--- src/sv/sdtf_pkg.sv ---
// Shared types, constants and command structs of the swept dual-tap delay filter.
package sdtf_pkg;

	localparam int DELAY_DEPTH  = 2048;
	localparam int SAMPLE_WIDTH = 24;
	localparam int ADDR_W       = $clog2(DELAY_DEPTH);
	localparam int FILL_W       = $clog2(DELAY_DEPTH + 1);
	localparam int SW           = SAMPLE_WIDTH;

	typedef logic signed [SAMPLE_WIDTH-1:0] sample_t;

	typedef struct packed {
		sample_t sample_left;
		sample_t sample_right;
	} in_item_t;

	typedef struct packed {
		sample_t out_left;
		sample_t out_right;
	} out_item_t;

	// Configuration register indexes
	localparam logic [1:0] REG_DEPTH_TARGET = 2'd0;
	localparam logic [1:0] REG_WET_MIX      = 2'd1;
	localparam logic [1:0] REG_RATE_SCALE   = 2'd2;

	localparam logic [16:0] UNITY_Q16    = 17'd65536;
	localparam logic [16:0] DEPTH_RESET  = 17'd32768;
	localparam logic [14:0] RATE_MIN     = 15'd4096;
	localparam logic [14:0] RATE_MAX     = 15'd17833;

	// Clamped configuration as seen by the datapath
	typedef struct packed {
		logic [16:0] depth_target;
		logic [16:0] wet_mix;
		logic [14:0] rate_scale;
	} cfg_t;

	// Depth arithmetic constants
	localparam logic [20:0] SMOOTH_COEF = 21'd1288490;   // 0.0003 in Q0.32
	localparam logic [6:0]  OFF_MUL     = 7'd77;
	localparam logic [22:0] OFFA_BIAS   = 23'd209715;
	localparam logic [29:0] OFFB_RND    = 30'd10;
	localparam logic [24:0] OFFB_BIAS   = 25'd2686976;   // 41 in Q.16
	localparam logic [31:0] RECIP5      = 32'hCCCCCCCD;

	// Tap weights, Q.16
	localparam logic signed [17:0] COEF_A_SIDE = 18'sd25625;
	localparam logic signed [17:0] COEF_A_OUT  = 18'sd17957;
	localparam logic signed [17:0] COEF_B_SIDE = 18'sd60162;
	localparam logic signed [17:0] COEF_B_OUT  = 18'sd41222;

	localparam logic signed [SW+3:0] SAT_HI = (SW+4)'(2**(SW-1) - 1);
	localparam logic signed [SW+3:0] SAT_LO = -(SW+4)'(2**(SW-1));

	// Last step index of each sequencer state
	localparam logic [2:0] DSTEP_LAST = 3'd6;
	localparam logic [2:0] RSTEP_LAST = 3'd6;
	localparam logic [2:0] MSTEP_LAST = 3'd4;

	typedef struct packed {
		logic       capture;
		logic       depth_en;
		logic       write_en;
		logic       read_en;
		logic       math_en;
		logic       finish;
		logic [2:0] step;
	} cmd_t;

	typedef struct packed {
		logic sample_valid;
		logic out_free;
	} sts_t;

endpackage

--- src/sv/sdtf_ctrl.sv ---
// Sequencer: steps one request through depth update, ring access and filter math.
module sdtf_ctrl (
	input  logic            clk,
	input  logic            arst_n,
	input  sdtf_pkg::sts_t  sts,
	output sdtf_pkg::cmd_t  cmd,
	output logic            busy
);
	typedef enum logic [5:0] {
		ST_IDLE   = 6'b000001,
		ST_DEPTH  = 6'b000010,
		ST_WRITE  = 6'b000100,
		ST_READ   = 6'b001000,
		ST_MATH   = 6'b010000,
		ST_FINISH = 6'b100000
	} state_t;

	state_t     state_q, state_d;
	logic [2:0] cnt_q, cnt_d;

	always_comb begin
		state_d = state_q;
		cnt_d   = cnt_q;
		cmd     = '0;
		cmd.step = cnt_q;
		busy    = 1'b1;
		case (state_q)
			ST_IDLE: begin
				busy        = 1'b0;
				cmd.capture = sts.sample_valid;
				if (sts.sample_valid) begin
					state_d = ST_DEPTH;
					cnt_d   = '0;
				end
			end
			ST_DEPTH: begin
				cmd.depth_en = 1'b1;
				cnt_d        = cnt_q + 3'd1;
				if (cnt_q == sdtf_pkg::DSTEP_LAST) begin
					state_d = ST_WRITE;
					cnt_d   = '0;
				end
			end
			ST_WRITE: begin
				cmd.write_en = 1'b1;
				state_d      = ST_READ;
			end
			ST_READ: begin
				// last count only drains the read pipe
				cmd.read_en = (cnt_q != sdtf_pkg::RSTEP_LAST);
				cnt_d       = cnt_q + 3'd1;
				if (cnt_q == sdtf_pkg::RSTEP_LAST) begin
					state_d = ST_MATH;
					cnt_d   = '0;
				end
			end
			ST_MATH: begin
				cmd.math_en = 1'b1;
				cnt_d       = cnt_q + 3'd1;
				if (cnt_q == sdtf_pkg::MSTEP_LAST) begin
					state_d = ST_FINISH;
					cnt_d   = '0;
				end
			end
			ST_FINISH: begin
				// hold until the output register can take the result
				cmd.finish = sts.out_free;
				if (sts.out_free) begin
					state_d = ST_IDLE;
				end
			end
			default: begin
				state_d = ST_IDLE;
				cnt_d   = '0;
			end
		endcase
	end

	always_ff @(posedge clk or negedge arst_n) begin
		if (!arst_n) begin
			state_q <= ST_IDLE;
			cnt_q   <= '0;
		end else begin
			state_q <= state_d;
			cnt_q   <= cnt_d;
		end
	end

	a_capture_seq: assert property (@(posedge clk) disable iff (!arst_n)
		cmd.capture |=> (cmd.depth_en && cmd.step == 3'd0))
		else $error("depth update did not follow capture");
	a_write_seq: assert property (@(posedge clk) disable iff (!arst_n)
		cmd.write_en |=> (cmd.read_en && cmd.step == 3'd0))
		else $error("tap reads did not follow ring write");

endmodule

--- config.mk ---
export PLATFORM = sky130hd
export DESIGN_NAME = sdtf_ctrl
export DESIGN_NICKNAME = d
export VERILOG_FILES = /design/src/sv/sdtf_pkg.sv /design/src/sv/sdtf_ctrl.sv
export SDC_FILE = /design/constraint.sdc
export NUM_CORES = 1
export LEC_CHECK = 0
export BUFFER_PORTS_ARGS = -buffer_cell sky130_fd_sc_hd__buf_2
export CAP_MARGIN = 20
export CORE_AREA = 10 10 47 49
export DETAILED_ROUTE_END_ITERATION = 16
export DIE_AREA = 0 0 57 59
export PLACE_DENSITY = 0.66
export SLEW_MARGIN = 0
export SYNTH_ARGS = -nofsm -noshare
export SYNTH_HDL_FRONTEND = slang
export SYNTH_SLANG_ARGS = --single-unit
--- constraint.sdc ---
create_clock -name clk -period 4.3 [get_ports clk]
set_clock_uncertainty 0.05 [all_clocks]
set_input_delay 0.645 -clock clk [delete_from_list [all_inputs] [get_ports clk]]
set_output_delay 0.645 -clock clk [all_outputs]
set_load 0.005 [all_outputs]
==> key figures <==
Floorplan
  • Die Wd: 57 um
  • Row count: 14
  • Die H: 59 um
  • Initial Utilization: 40.36%
  • CORE AREA: ~0.0014 mm2
  • Die area: 0.003363 mm2
  • # IOs: 14

Power and ir drop
  • Leakage: 0.3462 nW
  • Tot Pwr: 0.0003888 W
  • Power Density: approximately 570 mW/mm2
  • Worst vdd ir: 225.6 uV

Drt
  • DR vias: 501
  • Vias per inst: around 5.6
  • Final ANT Viol Nets: 0
  • Wire per inst: 14.29 um
  • Drt first pass iters: 4
  • DR iter-0 viols: 7
  • DRT Wirelength: 1.286 mm
  • DRC: 0

STA
  • Post-route minimum period: about 2600 ps
  • Setup_tns: 0 ps
  • Setup violators final: 0
  • Period Utilization, post-route: around three fifths
  • Final hold vios: 0
  • Peak Freq: roughly 380 MHz
  • Worst slew pin tran: 566.5 ps
  • Unrepaired setup endpoints after global routing: false
  • Fin worst setup slack: 1671 ps
  • Rel. slew slack: 62.00%
  • Final Max Tran Viols: 0

Synthesis
  • FF+latch count, synth: 9
  • Share of the yosys chip area belonging to registers: 40.04%
  • Synth warn: 0
  • Avg Cell Area, Syn: 9.922 um2
  • Syn Inst Count: 57
  • Mapped Area: 565.5 um2
  • Distinct cells, synth: 33
  • Mapped Nets: 64

Clock tree
  • CTS tree: done
  • Root Driver: clkbuf_4
  • Worst skew pair latency: 260 ps
  • Clk sinks: 9
  • H-tree level count: 1
  • Max Root-Sink Buffers: 2
  • CTS clock-pin slew for the worst setup and hold paths: 60 ps
  • # Post-CTS Setup Buffers: 0
  • CTS hold repair buffers: 0
  • Post-CTS sizing: 0
  • Cts bufs inserted: 3

Final layout
  • Share of cells above drive strength 1: 31.08%
  • Most frequent cells in the layout: buf_2, dfrtp_1, inv_1, nor2_1
  • Final core utilization: approximately 48%
  • Ant diodes: 0
  • Area delta synth->final: 19.69%
  • Final Net Count: 82
  • Design Area, Final: 676.9 um2
  • Most common cell after layout, fill and taps aside: buf_2

Global route
  • Largest net degree at the start of global routing: 10
  • Vias in the first global route: 507
  • First-pass GRT wire length: 2.214 mm
  • Tot GR Track Use: between 8 and 9%
  • Antenna violations before repair: 0
  • Total gr overflow: 0

Place
  • Final HPWL DP: 1.067 mm
  • Place WS: 1952 ps
  • PortBufs: 13
  • GPL Wtd Cong: 0.8207
  • Placed cell area: 650.6 um2

Job
  • Max Cap Viol: 0

Critical path
  • CP startpoint kind: register
  • Worst r2r path cells: 4
  • Crit Path Max Fanout: 5
  • Worst path arrival time: 1930 ps
  • Worst EP required: 3610 ps
  • Crit end category: primary output
  • Setup Crit Path Kind: register to primary output

Status
  • Status: finished clean

Min path
  • Hold crit path type: input pin to asynchronous set/reset pin
-- layout make-up --
type / instances / area [um2]
timing repair buffer: 13 / 65.06
multi-input combinational: 43 / 320.3
sequential: 9 / 226.5
tap: 16 / 20.02
fill: 150 / 724.4
clock buffer: 4 / 26.28
inverter: 5 / 18.77
-- cell families (layout without fill, tap and decap cells) --
group | count (synthesis) | in the layout | share of synthesized area, %
simple gates | 26 | 26 | 30.75
mux | 1 | 1 | 1.770
xor+xnor | 1 | 1 | 1.549
compound gates | 12 | 12 | 15.93
fa+ha+maj | 3 | 3 | 6.638
buf+inv | 5 | 22 | 3.319
flops | 9 | 9 | 40.04
-- critical path, stage by stage, from the launching register on --
cell	delay [ps]
dfrtp_1	410
or4_4	560
nor3b_1	420
and2_1	180
buf_2	100
-- report_power, final --
part	switching, W	leakage (nW)	internal [W]	total (W)
registers	0.0000266	0.120	0.000110	0.000136
logic	0.0000931	0.211	0.0000952	0.000188
clock network	0.0000284	0.0150	0.0000357	0.0000641
total	0.000148	0.346	0.000241	0.000389
-- per-stage QoR --
stage	hold slack, ps	std cells
2_1_floorplan	299.4	57
3_3_place_gp	461.0	86
3_5_place_dp	458.3	86
4_1_cts	178.8	90
5_1_grt	177.5	90
6_report	175.1	90
-- registers in the layout (all words and copies together) (netlist names) --
register / flops
state_q: 6
cnt_q: 3
-- final timing paths --
| kind | start | endpoint | slack (ps) |
|---|---|---|---|
| setup / recovery | state_q[5]$_DFFE_PN0P_ | cmd[8] | 1670 |
| hold / removal | arst_n | state_q[4]$_DFFE_PN0P_ | 180 |
| setup reg to reg | state_q[1]$_DFFE_PN0P_ | state_q[5]$_DFFE_PN0P_ | 2320 |
| hold reg to reg | cnt_q[2]$_DFFE_PN0P_ | state_q[4]$_DFFE_PN0P_ | 560 |
| max in group asynchronous | arst_n | state_q[0]$_DFFE_PN1P_ | 3780 |
| min in group clk | cnt_q[2]$_DFFE_PN0P_ | state_q[4]$_DFFE_PN0P_ | 560 |
-- Yosys cell counts --
| master | n | share of area, % |
|---|---|---|
| mux2i_1 | 1 | 1.8 |
| nand3b_1 | 1 | 1.3 |
| o2bb2ai_1 | 1 | 1.5 |
| or4_4 | 2 | 4.0 |
| ha_1 | 3 | 6.6 |
| o41ai_1 | 1 | 1.5 |
| o21ai_0 | 2 | 1.8 |
| a21oi_1 | 1 | 0.88 |
| dfstp_2 | 1 | 4.6 |
| dfrtp_1 | 8 | 35 |
| nand2_1 | 3 | 2.0 |
| o221ai_2 | 1 | 2.7 |
| and3b_4 | 1 | 2.2 |
| xnor2_1 | 1 | 1.5 |
| or3b_1 | 1 | 1.5 |
| o21ai_1 | 1 | 0.88 |
| a211o_1 | 1 | 1.5 |
| and3b_1 | 1 | 1.5 |
| nand2b_1 | 1 | 1.1 |
| a21o_1 | 1 | 1.3 |
| or2_2 | 1 | 1.1 |
| and2_1 | 2 | 2.2 |
| inv_1 | 5 | 3.3 |
| o22ai_1 | 1 | 1.1 |
| nor3_1 | 2 | 1.8 |
| nor4_1 | 1 | 1.1 |
| a211oi_1 | 1 | 1.3 |
| or4b_4 | 1 | 2.4 |
| or4_1 | 1 | 1.3 |
| o211ai_1 | 1 | 1.3 |
| nand3_1 | 2 | 1.8 |
| nor2_1 | 4 | 2.7 |
| nor3b_1 | 2 | 2.7 |
-- per-layer routing --
layer	wire [um]	global-route usage [%]
met5	0	0
met3	111	3.004
met4	28	5.034
met1	613	10.09
met2	533	11.63
Note: power is estimated with default switching activity, not from simulation.
